### src/bpu_pkg.sv
package bpu_pkg;

    localparam int DEF_MAX_WIDTH  = 4096;
    localparam int DEF_MAX_HEIGHT = 4096;

    localparam int CHAN_W    = 8;
    localparam int COORD_W   = 12;
    localparam int DIM_W     = 13;
    localparam int MASK_W    = 32;
    localparam int FMT_W     = 2;
    localparam int LANE_W    = 2;
    localparam int CFG_IDX_W = 3;
    localparam int HELD_N    = 3;

    typedef enum logic [CFG_IDX_W-1:0] {
        REG_PIXEL_FORMAT = 3'd0,
        REG_IMAGE_WIDTH  = 3'd1,
        REG_IMAGE_HEIGHT = 3'd2,
        REG_TOP_DOWN     = 3'd3,
        REG_RED_MASK     = 3'd4,
        REG_GREEN_MASK   = 3'd5,
        REG_BLUE_MASK    = 3'd6,
        REG_ALPHA_MASK   = 3'd7
    } t_reg_idx;

    localparam logic [MASK_W-1:0] LANE0_MASK = 32'h0000_00ff;
    localparam logic [MASK_W-1:0] LANE1_MASK = 32'h0000_ff00;
    localparam logic [MASK_W-1:0] LANE2_MASK = 32'h00ff_0000;
    localparam logic [MASK_W-1:0] LANE3_MASK = 32'hff00_0000;

    localparam logic [FMT_W-1:0]  FMT_RESET    = 2'd2;
    localparam logic [DIM_W-1:0]  DIM_RESET    = 13'd1;
    localparam logic [MASK_W-1:0] RED_RESET    = LANE3_MASK;
    localparam logic [MASK_W-1:0] GREEN_RESET  = LANE2_MASK;
    localparam logic [MASK_W-1:0] BLUE_RESET   = LANE1_MASK;
    localparam logic [MASK_W-1:0] ALPHA_RESET  = LANE0_MASK;

    localparam logic [LANE_W-1:0] LANE_0 = 2'd0;
    localparam logic [LANE_W-1:0] LANE_1 = 2'd1;
    localparam logic [LANE_W-1:0] LANE_2 = 2'd2;
    localparam logic [LANE_W-1:0] LANE_3 = 2'd3;

    localparam logic [CHAN_W-1:0] CHAN_FULL = 8'hff;

    typedef struct packed {
        logic [FMT_W-1:0]  pixel_format;
        logic [DIM_W-1:0]  image_width;
        logic [DIM_W-1:0]  image_height;
        logic              top_down;
        logic [MASK_W-1:0] red_mask;
        logic [MASK_W-1:0] green_mask;
        logic [MASK_W-1:0] blue_mask;
        logic [MASK_W-1:0] alpha_mask;
    } t_cfg;

    typedef struct packed {
        logic              hit;
        logic [LANE_W-1:0] idx;
    } t_lane;

    typedef struct packed {
        logic [CHAN_W-1:0]  red;
        logic [CHAN_W-1:0]  green;
        logic [CHAN_W-1:0]  blue;
        logic [CHAN_W-1:0]  alpha;
        logic [COORD_W-1:0] column;
        logic [COORD_W-1:0] out_row;
        logic               last_pixel;
    } t_pix;

    function automatic t_lane lane_of_mask(input logic [MASK_W-1:0] m);
        t_lane l;
        l.hit = 1'b1;
        l.idx = LANE_0;
        case (m)
            LANE0_MASK: l.idx = LANE_0;
            LANE1_MASK: l.idx = LANE_1;
            LANE2_MASK: l.idx = LANE_2;
            LANE3_MASK: l.idx = LANE_3;
            default:    l.hit = 1'b0;
        endcase
        return l;
    endfunction

endpackage

### src/bpu_ifs.sv
interface bpu_in_if;
    import bpu_pkg::*;
    logic              valid;
    logic              ready;
    logic [CHAN_W-1:0] raw_byte;

    modport source (output valid, output raw_byte, input ready);
    modport sink   (input valid, input raw_byte, output ready);
endinterface

interface bpu_out_if;
    import bpu_pkg::*;
    logic               valid;
    logic               ready;
    logic [CHAN_W-1:0]  red;
    logic [CHAN_W-1:0]  green;
    logic [CHAN_W-1:0]  blue;
    logic [CHAN_W-1:0]  alpha;
    logic [COORD_W-1:0] column;
    logic [COORD_W-1:0] out_row;
    logic               last_pixel;

    modport source (output valid, output red, output green, output blue, output alpha,
                    output column, output out_row, output last_pixel, input ready);
    modport sink   (input valid, input red, input green, input blue, input alpha,
                    input column, input out_row, input last_pixel, output ready);
endinterface

interface bpu_cfg_if;
    import bpu_pkg::*;
    logic                 valid;
    logic                 ready;
    logic [CFG_IDX_W-1:0] index;
    logic [MASK_W-1:0]    data;

    modport source (output valid, output index, output data, input ready);
    modport sink   (input valid, input index, input data, output ready);
endinterface

### src/bmp_pixel_unpacker.sv
// A pixel enters the result buffer when its last byte is taken; padding bytes and
// non-final pixel bytes give no result. Throughput: one byte per cycle unless the
// two-entry result buffer is full; it keeps input flowing while the output is stalled.
// Reset (synchronous, active low) restores register defaults (32 bpp, 1x1, bottom-up,
// default masks), clears all position counters and empties the result buffer.
module bmp_pixel_unpacker #(
    parameter int MAX_WIDTH  = bpu_pkg::DEF_MAX_WIDTH,
    parameter int MAX_HEIGHT = bpu_pkg::DEF_MAX_HEIGHT
) (
    input  logic      i_clk,
    input  logic      i_rst_n,
    bpu_in_if.sink    i_pix,
    bpu_out_if.source o_pix,
    bpu_cfg_if.sink   i_cfg
);
    import bpu_pkg::*;

    t_cfg  cfg;
    t_pix  trk_pix;
    t_pix  buf_pix;
    logic  trk_emit;
    logic  buf_full;
    logic  buf_valid;
    logic  in_acc;
    logic  cfg_wr;

    assign i_cfg.ready = 1'b1;
    assign cfg_wr      = i_cfg.valid && i_cfg.ready;

    assign i_pix.ready = !buf_full;
    assign in_acc      = i_pix.valid && i_pix.ready;

    bpu_cfg_regs u_cfg (
        .i_clk   (i_clk),
        .i_rst_n (i_rst_n),
        .i_wr    (cfg_wr),
        .i_index (i_cfg.index),
        .i_data  (i_cfg.data),
        .o_cfg   (cfg)
    );

    bpu_tracker #(
        .MAX_WIDTH  (MAX_WIDTH),
        .MAX_HEIGHT (MAX_HEIGHT)
    ) u_trk (
        .i_clk   (i_clk),
        .i_rst_n (i_rst_n),
        .i_cfg   (cfg),
        .i_acc   (in_acc),
        .i_byte  (i_pix.raw_byte),
        .o_emit  (trk_emit),
        .o_pix   (trk_pix)
    );

    bpu_out_fifo u_buf (
        .i_clk   (i_clk),
        .i_rst_n (i_rst_n),
        .i_push  (in_acc && trk_emit),
        .i_pix   (trk_pix),
        .i_pop   (o_pix.ready),
        .o_valid (buf_valid),
        .o_full  (buf_full),
        .o_pix   (buf_pix)
    );

    assign o_pix.valid      = buf_valid;
    assign o_pix.red        = buf_pix.red;
    assign o_pix.green      = buf_pix.green;
    assign o_pix.blue       = buf_pix.blue;
    assign o_pix.alpha      = buf_pix.alpha;
    assign o_pix.column     = buf_pix.column;
    assign o_pix.out_row    = buf_pix.out_row;
    assign o_pix.last_pixel = buf_pix.last_pixel;

endmodule

### src/bpu_cfg_regs.sv
module bpu_cfg_regs (
    input  logic                          i_clk,
    input  logic                          i_rst_n,
    input  logic                          i_wr,
    input  logic [bpu_pkg::CFG_IDX_W-1:0] i_index,
    input  logic [bpu_pkg::MASK_W-1:0]    i_data,
    output bpu_pkg::t_cfg                 o_cfg
);
    import bpu_pkg::*;

    t_cfg r_cfg;
    t_cfg n_cfg;

    always_comb begin
        n_cfg = r_cfg;
        if (i_wr) begin
            case (t_reg_idx'(i_index))
                REG_PIXEL_FORMAT: n_cfg.pixel_format = i_data[FMT_W-1:0];
                REG_IMAGE_WIDTH:  n_cfg.image_width  = i_data[DIM_W-1:0];
                REG_IMAGE_HEIGHT: n_cfg.image_height = i_data[DIM_W-1:0];
                REG_TOP_DOWN:     n_cfg.top_down     = i_data[0];
                REG_RED_MASK:     n_cfg.red_mask     = i_data;
                REG_GREEN_MASK:   n_cfg.green_mask   = i_data;
                REG_BLUE_MASK:    n_cfg.blue_mask    = i_data;
                REG_ALPHA_MASK:   n_cfg.alpha_mask   = i_data;
                default:          n_cfg = r_cfg;
            endcase
        end
    end

    always_ff @(posedge i_clk) begin
        if (!i_rst_n) begin
            r_cfg.pixel_format <= FMT_RESET;
            r_cfg.image_width  <= DIM_RESET;
            r_cfg.image_height <= DIM_RESET;
            r_cfg.top_down     <= 1'b0;
            r_cfg.red_mask     <= RED_RESET;
            r_cfg.green_mask   <= GREEN_RESET;
            r_cfg.blue_mask    <= BLUE_RESET;
            r_cfg.alpha_mask   <= ALPHA_RESET;
        end else begin
            r_cfg <= n_cfg;
        end
    end

    assign o_cfg = r_cfg;

endmodule

### src/bpu_tracker.sv
module bpu_tracker #(
    parameter int MAX_WIDTH  = bpu_pkg::DEF_MAX_WIDTH,
    parameter int MAX_HEIGHT = bpu_pkg::DEF_MAX_HEIGHT
) (
    input  logic                       i_clk,
    input  logic                       i_rst_n,
    input  bpu_pkg::t_cfg              i_cfg,
    input  logic                       i_acc,
    input  logic [bpu_pkg::CHAN_W-1:0] i_byte,
    output logic                       o_emit,
    output bpu_pkg::t_pix              o_pix
);
    import bpu_pkg::*;

    localparam int WW   = $clog2(MAX_WIDTH + 1);
    localparam int HW   = $clog2(MAX_HEIGHT + 1);
    localparam int BW   = WW + 2;                       // holds 4 * width
    localparam int RBW  = $clog2(4 * MAX_WIDTH);
    localparam int CW   = $clog2(4 * MAX_WIDTH + 1);
    localparam int CWW  = (WW > DIM_W) ? WW : DIM_W;
    localparam int CHW  = (HW > DIM_W) ? HW : DIM_W;
    localparam int CXW  = (CW > WW) ? CW : WW;

    logic [LANE_W-1:0] r_lane, n_lane;
    logic [RBW-1:0]    r_rbc,  n_rbc;
    logic [CW-1:0]     r_col,  n_col;
    logic [HW-1:0]     r_frc,  n_frc;
    logic [CHAN_W-1:0] r_held [HELD_N];
    logic [CHAN_W-1:0] n_held [HELD_N];

    logic [WW-1:0]     w;
    logic [HW-1:0]     h;
    logic              four;
    logic [BW-1:0]     w3;
    logic [BW:0]       w3_up;
    logic [BW-1:0]     data_bytes;
    logic [BW-1:0]     stride;
    logic              in_data;
    logic              pix_done;
    logic              row_done;
    logic              frc_wrap;
    logic [CHAN_W-1:0] lanes [4];
    t_lane             sel_r, sel_g, sel_b, sel_a;
    logic [HW-1:0]     orow;

    function automatic logic [CHAN_W-1:0] pick(input t_lane s, input logic nb4,
                                                input logic [CHAN_W-1:0] l0,
                                                input logic [CHAN_W-1:0] l1,
                                                input logic [CHAN_W-1:0] l2,
                                                input logic [CHAN_W-1:0] l3);
        logic [CHAN_W-1:0] v;
        v = CHAN_FULL;
        if (s.hit && (nb4 || s.idx != LANE_3)) begin
            case (s.idx)
                LANE_0:  v = l0;
                LANE_1:  v = l1;
                LANE_2:  v = l2;
                LANE_3:  v = l3;
                default: v = CHAN_FULL;
            endcase
        end
        return v;
    endfunction

    // Clamp dimensions: zero reads as one, oversize reads as the maximum
    always_comb begin
        if (i_cfg.image_width == '0)
            w = WW'(1);
        else if (CWW'(i_cfg.image_width) > CWW'(MAX_WIDTH))
            w = WW'(MAX_WIDTH);
        else
            w = WW'(i_cfg.image_width);
        if (i_cfg.image_height == '0)
            h = HW'(1);
        else if (CHW'(i_cfg.image_height) > CHW'(MAX_HEIGHT))
            h = HW'(MAX_HEIGHT);
        else
            h = HW'(i_cfg.image_height);
    end

    assign four  = i_cfg.pixel_format[1];
    assign w3    = BW'(w) + BW'({w, 1'b0});
    assign w3_up = (BW + 1)'(w3) + (BW + 1)'(3);
    assign data_bytes = four ? {BW'(w) << 2} : w3;
    // 24 bpp rows round up to a whole word
    assign stride = four ? {BW'(w) << 2} : BW'({w3_up[BW:2], 2'b00});

    assign in_data  = (BW'(r_rbc) < data_bytes);
    assign pix_done = four ? (r_lane == LANE_3) : (r_lane >= LANE_2);
    assign row_done = ((BW + 1)'(r_rbc) + (BW + 1)'(1)) >= (BW + 1)'(stride);
    assign frc_wrap = ((HW + 1)'(r_frc) + (HW + 1)'(1)) >= (HW + 1)'(h);

    always_comb begin
        n_lane = r_lane;
        n_rbc  = r_rbc;
        n_col  = r_col;
        n_frc  = r_frc;
        n_held = r_held;
        if (in_data) begin
            if (pix_done) begin
                n_lane = LANE_0;
                n_col  = r_col + CW'(1);
            end else begin
                if (r_lane != LANE_3)
                    n_held[r_lane] = i_byte;
                n_lane = r_lane + LANE_W'(1);
            end
        end
        if (row_done) begin
            n_rbc  = '0;
            n_lane = LANE_0;
            n_col  = '0;
            n_frc  = frc_wrap ? '0 : (r_frc + HW'(1));
        end else begin
            n_rbc  = r_rbc + RBW'(1);
        end
    end

    always_ff @(posedge i_clk) begin
        if (!i_rst_n) begin
            r_lane <= LANE_0;
            r_rbc  <= '0;
            r_col  <= '0;
            r_frc  <= '0;
            for (int i = 0; i < HELD_N; i++)
                r_held[i] <= '0;
        end else if (i_acc) begin
            r_lane <= n_lane;
            r_rbc  <= n_rbc;
            r_col  <= n_col;
            r_frc  <= n_frc;
            r_held <= n_held;
        end
    end

    // Pixel assembly: the current byte is the last lane of the pixel
    always_comb begin
        lanes[0] = r_held[0];
        lanes[1] = r_held[1];
        lanes[2] = four ? r_held[2] : i_byte;
        lanes[3] = four ? i_byte : '0;
    end

    always_comb begin
        if (i_cfg.pixel_format[0]) begin
            sel_r = lane_of_mask(i_cfg.red_mask);
            sel_g = lane_of_mask(i_cfg.green_mask);
            sel_b = lane_of_mask(i_cfg.blue_mask);
            sel_a = lane_of_mask(i_cfg.alpha_mask);
        end else begin
            sel_r = '{hit: 1'b1, idx: LANE_2};
            sel_g = '{hit: 1'b1, idx: LANE_1};
            sel_b = '{hit: 1'b1, idx: LANE_0};
            sel_a = '{hit: four, idx: LANE_3};
        end
    end

    always_comb begin
        if (r_frc >= h)
            orow = '0;
        else if (i_cfg.top_down)
            orow = r_frc;
        else
            orow = h - HW'(1) - r_frc;
    end

    always_comb begin
        o_pix.red        = pick(sel_r, four, lanes[0], lanes[1], lanes[2], lanes[3]);
        o_pix.green      = pick(sel_g, four, lanes[0], lanes[1], lanes[2], lanes[3]);
        o_pix.blue       = pick(sel_b, four, lanes[0], lanes[1], lanes[2], lanes[3]);
        o_pix.alpha      = pick(sel_a, four, lanes[0], lanes[1], lanes[2], lanes[3]);
        o_pix.column     = COORD_W'(r_col);
        o_pix.out_row    = COORD_W'(orow);
        o_pix.last_pixel = (CXW'(r_col) == (CXW'(w) - CXW'(1)))
                           && (r_frc == (h - HW'(1)));
    end

    assign o_emit = in_data && pix_done;

endmodule

### src/bpu_out_fifo.sv
module bpu_out_fifo (
    input  logic          i_clk,
    input  logic          i_rst_n,
    input  logic          i_push,
    input  bpu_pkg::t_pix i_pix,
    input  logic          i_pop,
    output logic          o_valid,
    output logic          o_full,
    output bpu_pkg::t_pix o_pix
);
    import bpu_pkg::*;

    localparam int DEPTH = 2;
    localparam int PW    = $clog2(DEPTH);
    localparam int NW    = $clog2(DEPTH + 1);

    t_pix           r_mem [DEPTH];
    logic [PW-1:0]  r_wr, r_rd;
    logic [NW-1:0]  r_cnt;
    logic           do_pop;

    assign do_pop = i_pop && (r_cnt != '0);

    always_ff @(posedge i_clk) begin
        if (i_push)
            r_mem[r_wr] <= i_pix;
    end

    always_ff @(posedge i_clk) begin
        if (!i_rst_n) begin
            r_wr  <= '0;
            r_rd  <= '0;
            r_cnt <= '0;
        end else begin
            if (i_push)
                r_wr <= r_wr + PW'(1);
            if (do_pop)
                r_rd <= r_rd + PW'(1);
            if (i_push && !do_pop)
                r_cnt <= r_cnt + NW'(1);
            else if (!i_push && do_pop)
                r_cnt <= r_cnt - NW'(1);
        end
    end

    assign o_valid = (r_cnt != '0);
    assign o_full  = (r_cnt == NW'(DEPTH));
    assign o_pix   = r_mem[r_rd];

endmodule

### src/flat_wrapper.sv
// flat-port wrapper written by rule: the top's interface ports become plain ports
module bmp_pixel_unpacker_flat import bpu_pkg::*;
#(
    parameter int MAX_WIDTH  = bpu_pkg::DEF_MAX_WIDTH,
    parameter int MAX_HEIGHT = bpu_pkg::DEF_MAX_HEIGHT
)
  (i_clk, i_rst_n, i_pix_valid, i_pix_raw_byte, i_pix_ready, o_pix_valid, o_pix_red, o_pix_green, o_pix_blue, o_pix_alpha, o_pix_column, o_pix_out_row, o_pix_last_pixel, o_pix_ready, i_cfg_valid, i_cfg_index, i_cfg_data, i_cfg_ready);
  bpu_in_if i_pix_i ();
  bpu_out_if o_pix_i ();
  bpu_cfg_if i_cfg_i ();
  input  logic i_clk;
  input  logic i_rst_n;
  input wire logic [$bits(i_pix_i.valid)-1:0] i_pix_valid;
  input wire logic [$bits(i_pix_i.raw_byte)-1:0] i_pix_raw_byte;
  output wire logic [$bits(i_pix_i.ready)-1:0] i_pix_ready;
  output wire logic [$bits(o_pix_i.valid)-1:0] o_pix_valid;
  output wire logic [$bits(o_pix_i.red)-1:0] o_pix_red;
  output wire logic [$bits(o_pix_i.green)-1:0] o_pix_green;
  output wire logic [$bits(o_pix_i.blue)-1:0] o_pix_blue;
  output wire logic [$bits(o_pix_i.alpha)-1:0] o_pix_alpha;
  output wire logic [$bits(o_pix_i.column)-1:0] o_pix_column;
  output wire logic [$bits(o_pix_i.out_row)-1:0] o_pix_out_row;
  output wire logic [$bits(o_pix_i.last_pixel)-1:0] o_pix_last_pixel;
  input wire logic [$bits(o_pix_i.ready)-1:0] o_pix_ready;
  input wire logic [$bits(i_cfg_i.valid)-1:0] i_cfg_valid;
  input wire logic [$bits(i_cfg_i.index)-1:0] i_cfg_index;
  input wire logic [$bits(i_cfg_i.data)-1:0] i_cfg_data;
  output wire logic [$bits(i_cfg_i.ready)-1:0] i_cfg_ready;
  assign i_pix_i.valid = i_pix_valid;
  assign i_pix_i.raw_byte = i_pix_raw_byte;
  assign i_pix_ready = i_pix_i.ready;
  assign o_pix_valid = o_pix_i.valid;
  assign o_pix_red = o_pix_i.red;
  assign o_pix_green = o_pix_i.green;
  assign o_pix_blue = o_pix_i.blue;
  assign o_pix_alpha = o_pix_i.alpha;
  assign o_pix_column = o_pix_i.column;
  assign o_pix_out_row = o_pix_i.out_row;
  assign o_pix_last_pixel = o_pix_i.last_pixel;
  assign o_pix_i.ready = o_pix_ready;
  assign i_cfg_i.valid = i_cfg_valid;
  assign i_cfg_i.index = i_cfg_index;
  assign i_cfg_i.data = i_cfg_data;
  assign i_cfg_ready = i_cfg_i.ready;
  bmp_pixel_unpacker #(.MAX_WIDTH(MAX_WIDTH), .MAX_HEIGHT(MAX_HEIGHT)) u_core (.i_clk(i_clk), .i_rst_n(i_rst_n), .i_pix(i_pix_i), .o_pix(o_pix_i), .i_cfg(i_cfg_i));
endmodule
### config.mk
export PLATFORM = sky130hd
export DESIGN_NAME = bmp_pixel_unpacker_flat
export DESIGN_NICKNAME = d
export VERILOG_FILES = /design/src/bpu_pkg.sv /design/src/bpu_ifs.sv /design/src/bmp_pixel_unpacker.sv /design/src/bpu_cfg_regs.sv /design/src/bpu_tracker.sv /design/src/bpu_out_fifo.sv /design/src/flat_wrapper.sv
export SDC_FILE = /design/constraint.sdc
export NUM_CORES = 1
export LEC_CHECK = 0
export BUFFER_PORTS_ARGS = -buffer_cell sky130_fd_sc_hd__clkbuf_2
export CORE_MARGIN = 8
export CORE_UTILIZATION = 56
export CTS_CLUSTER_SIZE = 14
export DETAILED_ROUTE_END_ITERATION = 8
export GPL_TIMING_DRIVEN = 0
export PLACE_DENSITY_LB_ADDON = 0.25
export RECOVER_POWER = 50
export SLEW_MARGIN = 20
export SYNTH_ARGS = -nofsm -noshare
export SYNTH_HDL_FRONTEND = slang
export SYNTH_HIERARCHICAL = 1
export SYNTH_SLANG_ARGS = --single-unit
### constraint.sdc
create_clock -name i_clk -period 7.6 [get_ports i_clk]
set_input_delay 0.38 -clock i_clk [delete_from_list [all_inputs] [get_ports i_clk]]
set_output_delay 0.38 -clock i_clk [all_outputs]
set_load 0.03 [all_outputs]
**Word level (Yosys, flattened, before mapping)**

Memory sizes are Yosys's and may differ from the RTL's. A register that Yosys moved wholly into a read port is not among the register bits.
Index checks and enable logic that the tools add are counted.

- Reduce and logical (&&, ||, !) cells: 46
- Muxes and demuxes: 48
- $lt $le $gt $ge: 9
- Eq/ne operators: 44
- $add $sub $neg: 15
- Bitwise logic cells: 2

Operators with widths:

| cell | count |
|---|---|
| $eq 32x16->1 const B | 4 |
| $eq 32x24->1 const B | 4 |
| $eq 32x32->1 const B | 4 |
| $eq 32x8->1 const B | 4 |
| $pmux 8 s4 | 4 |
| $mux 15 | 5 |
| $mux 13 | 5 |
| $mux 8 | 7 |
| $gt 13x13->1 const B | 2 |
| $logic_not 13->1 | 2 |
| $bwmux 24 | 1 |
| $mux 12 | 2 |
| $pmux 2 s3 | 4 |
| $eq 2x2->1 const B | 10 |
| $reduce_and 2->1 | 10 |
| $demux 8 s2 | 1 |
| $reduce_or 4->1 | 4 |
| $add 13x14->15 | 1 |
| $add 14x1->15 const B | 1 |
| $add 15x1->15 const B | 1 |
| $add 15x2->15 const B | 1 |
| $eq 15x15->1 | 1 |
| $ge 15x15->1 | 1 |
| $lt 14x15->1 | 1 |
| 34 further kinds | 84 |

- Register bits: 229
- Word-level logic and storage cells: 183
- Memories kept: 1
- Bits in writable memories: 114
- Input bits: 48

Memories:

| memory | words | width | rd ports | clocked after Yosys merged registers in | wr ports | line | text |
|---|---|---|---|---|---|---|---|
| u_core.u_buf.r_mem | 2 | 57 | 1 | 1 | 1 | bpu_out_fifo.sv:17 | `t_pix r_mem [DEPTH];` |

**Logic depth before layout (Yosys ltp)**

- Depth after elaboration: 12
- Mapped depth: 28

**Cells and area by module**

The synthesis kept the hierarchy.

Modules (own cells, without submodules):

| module | seq. area each (um^2) | area an instance (um^2) | instances | cells an instance |
|---|---|---|---|---|
| bpu_tracker | 1361.3 | 9221.3 | 1 | 1285 |
| bpu_cfg_regs | 3143.0 | 6112.1 | 1 | 593 |
| bpu_out_fifo | 3523.4 | 4336.7 | 1 | 199 |
| bmp_pixel_unpacker | 0.0 | 30.0 | 1 | 5 |

**Least setup slack after synthesis**

Ideal clock, no wire load.

- Path kind: reg-to-reg
- Start: reg u_core.u_cfg.r_cfg, in the netlist u_core/u_cfg/o_cfg[154]
- End: mem u_core/u_buf/r_mem[0][0] (netlist name), enable pin
- Arrival time: 7.187 ns
- Period minus slack after synthesis: 7.667 ns
- Cell stages (with the launch flop): 26
- Buffers on the path: 3
- Data required time: 7.120 ns
- Setup time: 0.480 ns
- Setup slack: -0.067 ns
- Cell sequence: dfxtp_1 buf_2 inv_1 buf_2 nand2_1 inv_1 ha_1 inv_1 fa_1 nor2b_1 o31a_1 o21ai_1 nand3b_1 a31oi_1 xnor2_1 nand2_1 nand2_1 ha_1 and3_1 a221o_1 a31oi_1 o31ai_2 a31oi_4 buf_2 and3b_1 nor2b_1

- Longest elaborated chain between the ends: 10
- Elaborated cells on any way between the ends: 11

Ends and longest elaborated chain:

| element | line | text |
|---|---|---|
| start: declaration | bpu_cfg_regs.sv:11 | `t_cfg r_cfg;` |
| start signal: assignment | bpu_cfg_regs.sv:42 | `r_cfg <= n_cfg;` |
| $gt 13x13->1 | bpu_tracker.sv:69 | `else if (CWW'(i_cfg.image_width) > CWW'(MAX_WIDTH))` |
| $mux 13 | bpu_tracker.sv:69 |  |
| $mux 13 (*) | bpu_tracker.sv:67 | `if (i_cfg.image_width == '0)` |
| $add 13x14->15 | bpu_tracker.sv:82 | `assign w3 = BW'(w) + BW'({w, 1'b0});` |
| $mux 15 (*) | bpu_tracker.sv:84 | `assign data_bytes = four ? {BW'(w) << 2} : w3;` |
| $lt 14x15->1 (*) | bpu_tracker.sv:88 | `assign in_data = (BW'(r_rbc) < data_bytes);` |
| $logic_and 1x1->1 (*) | bpu_tracker.sv:178 | `assign o_emit = in_data && pix_done;` |
| via u_core.trk_emit | bmp_pixel_unpacker.sv:21 | `logic trk_emit;` |
| $logic_and 1x1->1 (*) | bmp_pixel_unpacker.sv:58 | `.i_push (in_acc && trk_emit),` |
| $mux 1 (*) | bpu_out_fifo.sv:25 | `if (i_push)` |
| $mux 1 (implied by the code) (*) | bpu_out_fifo.sv:26 | `r_mem[r_wr] <= i_pix;` |
| end: declaration | bpu_out_fifo.sv:17 |  |

The timed path passes the listed nets; every way through them passes the cells marked *.

**Worst setup path in the final report**

- Start: reg u_core.u_cfg.r_cfg, in the netlist u_core/u_cfg/o_cfg[154]
- End: mem u_core/u_buf/r_mem[0][30] (netlist name), enable pin

The elaborated chain is that of the path after synthesis.

==> results.py <==
metrics = {
    "clocking": {
        "ctsLongestPathBuffers": 3,
        "clock_latency_ns": 0.55,
        "numCtsBuffers": 37,
        "cts_setup_buffers": 0,
        "hold_buffers": 0,
        "cts_tree": "built",
        "cts_sinks": 344,
        "root_buffer": "clkbuf_16",
        "clkTransAtPathRegs_ns": 0.06,
        "ctsResizeCount": 0,
        "cts-htree-levels": 2,
    },
    "global_route": {
        "grt_max_degree": 37,
        "grt_pass1_wl_um": 86040,
        "grt_overflow_total": 0,
        "track_usage": 0.2547,
        "antenna_found_initial": 0,
        "grt_pass1_vias": 16110,
    },
    "die": {
        "die_w_um": 203.6,
        "dieArea_mm2": 0.04144,
        "start_util": 0.5689,
        "ios": 108,
        "fp.dieH_um": 203.6,
        "num_rows": 68,
        "core-area_mm2": 0.03463,
    },
    "logic_synthesis": {
        "syn_avg_cell_area_um2": 9.462,
        "ys.flop_type": "dfxtp_1",
        "synth_nets": 2234,
        "synth_area_mm2": 0.01970,
        "syn_inst": 2082,
        "yosysWarnings": 6,
        "synthArstFlopShare": 0,
        "synth_edf_count": 114,
        "ys_seq_area_frac": 0.4075,
        "ys_ff_latch": 344,
        "synth_cell_types": 91,
    },
    "setup_path": {
        "critPathMaxFanout": 27,
        "start_kind": "register",
        "path_delay_family": "compound AO/OA/AOI/OAI gates",
        "worstPathArrival_ns": 6.88,
        "slowest_delay_ns": 0.46,
        "cp_slowest_cell": "nor2b_4",
        "crit_buf_inv": 7,
        "required_ns": 7.83,
        "worstSetupPathType": "reg -> reg",
        "endpoint_kind": "register",
    },
    "timing": {
        "rsz0062_at_grt": "no",
        "slew_violations": 0,
        "finalCritPeriodShare": 0.8751,
        "skew_ns": 0.01475,
        "hold_viol": 0,
        "timing.fmax_mhz": 150.4,
        "max_slew_margin": 0.2417,
        "tightest_slew_ns": 1.137,
        "min_period_ns": 6.651,
        "setup_viol": 0,
    },
    "layout": {
        "final_nets": 2376,
        "diodes": 0,
        "utilization": 0.6348,
        "area_growth_pct": 11.59,
        "register_area_mm2": 0.008028,
        "multi_input_area_mm2": 0.01082,
        "fill_cells": 2933,
        "drive_above_1_share": 0.1043,
    },
    "routing": {
        "dr.pass1.iters": 5,
        "wl_um": 54200,
        "vias_per_cell": 6.023,
        "postRouteAntennaNets": 0,
        "dr_total_vias": 16310,
        "wire_per_inst_um": 20.01,
        "drc": 0,
        "drt_iter0_markers": 1338,
    },
    "placed_design": {
        "portBuffers": 100,
        "dp_hpwl_um": 40850,
        "gp_congestion": 0.9433,
    },
    "pwr": {
        "ir_worst_vdd_uv": 171.2,
        "power-per-cell-area_mw_per_mm2": 219.1,
        "p_leak_uw": 0.008800,
        "power_uw": 4817,
    },
    "job": {
        "cap_violations": 0,
    },
    "hold_path": {
        "hold_path_class": "in -> reg",
    },
    "status": {
        "outcome": "finished clean",
    },
}
## registers in the layout, summed over array words and instances (netlist names), named ones only
register	cells
u_core/u_cfg/o_cfg	157
u_core/u_buf/r_mem	114
u_core/u_trk/lanes	16
u_core/u_trk/r_col	15
u_core/u_trk/r_rbc	14
u_core/u_trk/r_frc	13
u_core/u_trk/r_held	8
u_core/u_buf/r_cnt	2
u_core/u_trk/r_lane	2
u_core/u_buf/r_rd	1
u_core/u_buf/r_wr	1
## cell type report
class                      count  share of cell area
multi-input combinational   1554              0.4920
sequential                   344              0.3652
clock buffer                  49             0.04650
buffer                       131             0.02914
tap                          455             0.02590
timing repair buffer         103             0.02299
clock inverter                19            0.009220
inverter                      53            0.009050
## cell usage after synthesis, drive strengths merged, types with 53 or more instances
library cell	instances	area (um2)
dfxtp	230	4604
mux2i	197	1972
edfxtp	114	3423
clkbuf	72	274.0
nor2	118	442.9
a21oi	102	510.5
buf	59	401.6
ha	102	1276
mux2	58	653.1
xnor2	53	471.7
inv	53	198.9
nand2	275	1032
o21ai	106	530.5
nor2b	86	538.0
## routing by layer
metal | vias to the layer above | global-route usage | share of wire
li1 | 7807 | - | -
met1 | 7843 | 0.3420 | 0.45
met2 | 535 | 0.4132 | 0.46
met3 | 126 | 0.03539 | 0.059
met4 | 0 | 0.09635 | 0.034
met5 | - | 0 | 0
## final timing paths
| kind | from | to | slack, ns | cells after the start |
|---|---|---|---|---|
| worst max-delay path | u_core/u_cfg/o_cfg[154] | u_core/u_buf/r_mem[0][30] | 0.95 | 26 |
| worst min-delay path | i_cfg_data[2] | u_core/u_cfg/o_cfg[2] | 0.11 | 3 |
| worst max register to register | u_core/u_cfg/o_cfg[154] | u_core/u_buf/r_mem[0][30] | 0.95 | 26 |
| worst min register to register | u_core/u_cfg/o_cfg[58] | u_core/u_cfg/o_cfg[58] | 0.47 | 2 |
## layout by cell type, fill, tap and decap left out, types with 7 or more instances in the layout
| cell type | n |
|---|---|
| buf_6 | 7 |
| inv_1 | 53 |
| dfxtp_1 | 230 |
| a22oi_1 | 16 |
| nor2_1 | 118 |
| mux2_2 | 54 |
| buf_2 | 17 |
| a21oi_1 | 102 |
| xor2_1 | 26 |
| or4_1 | 16 |
| mux2i_1 | 197 |
| edfxtp_1 | 114 |
| o21a_1 | 17 |
| xnor2_1 | 52 |
| clkinv_2 | 9 |
| o22ai_1 | 7 |
| ha_1 | 102 |
| and3_1 | 24 |
| nand2_1 | 275 |
| a221o_1 | 7 |
| buf_4 | 7 |
| a211oi_1 | 9 |
| nor4_1 | 43 |
| nand4_1 | 46 |
| o21ai_0 | 102 |
| nor2b_1 | 85 |
| a31oi_1 | 14 |
| nand3b_1 | 16 |
| clkbuf_2 | 50 |
| clkbuf_4 | 13 |
| clkbuf_1 | 141 |
| a21o_1 | 18 |
| and4_1 | 9 |
| nor3_1 | 22 |
| o211ai_1 | 16 |
| or3_1 | 12 |
| and2_1 | 7 |
| nand3_1 | 32 |
| clkbuf_16 | 38 |
## worst reg2reg max path, stage by stage, from the launching register on
cell and delay, ns:
dfxtp_1 0.34, buf_2 0.22, inv_1 0.11, buf_2 0.28, nand2_1 0.27, inv_1 0.18, ha_1 0.22, inv_1 0.06
fa_1 0.41, nor2b_1 0.16, o31a_1 0.25, o21ai_1 0.17, nand3b_1 0.19, a31oi_1 0.37, xnor2_1 0.21, nand2_1 0.08
nand2_1 0.10, ha_1 0.23, and3_1 0.18, a221o_1 0.31, a31oi_1 0.18, o31ai_2 0.15, a31oi_4 0.37, buf_2 0.31
and3b_1 0.27, nor2b_4 0.46, buf_12 0.26
## cell families (layout without fill, tap and decap cells)
group / Yosys count / after routing / share of synthesized area
AOI/OAI and AO/OA: 368 / 368 / 0.1187
DFF: 344 / 344 / 0.4075
and+or+nand+nor: 747 / 747 / 0.1936
xor gates and xnor gates: 79 / 79 / 0.03550
other: 1 / 1 / 0.0001904
adders and majority gates: 104 / 104 / 0.06681
muxes: 255 / 255 / 0.1332
buffers and inverters: 184 / 355 / 0.04440
## power breakdown
group	total [uW]	switching [uW]	leakage (uW)	internal [uW]
combinational	965	626	0.00525	339
clock	1830	766	0.000602	1060
sequential	2020	55.1	0.00294	1970
total	4820	1450	0.00880	3370
## through the flow
stage | setup TNS, ns | area [um2] | cells | hold WS, ns | setup slack, ns
after floorplan | 0 | 19700 | 2082 | 0.4373 | 1.032
after global placement | -54.76 | 20770 | 2637 | 0.4533 | -0.6088
after detailed placement | 0 | 20850 | 2640 | 0.4632 | 0.9689
after CTS | 0 | 22070 | 2708 | 0.1004 | 0.9493
after global routing | 0 | 21980 | 2708 | 0.1152 | 0.5141
final | 0 | 21980 | 2708 | 0.1148 | 0.9495
Note: power is estimated with default switching activity, not from simulation.
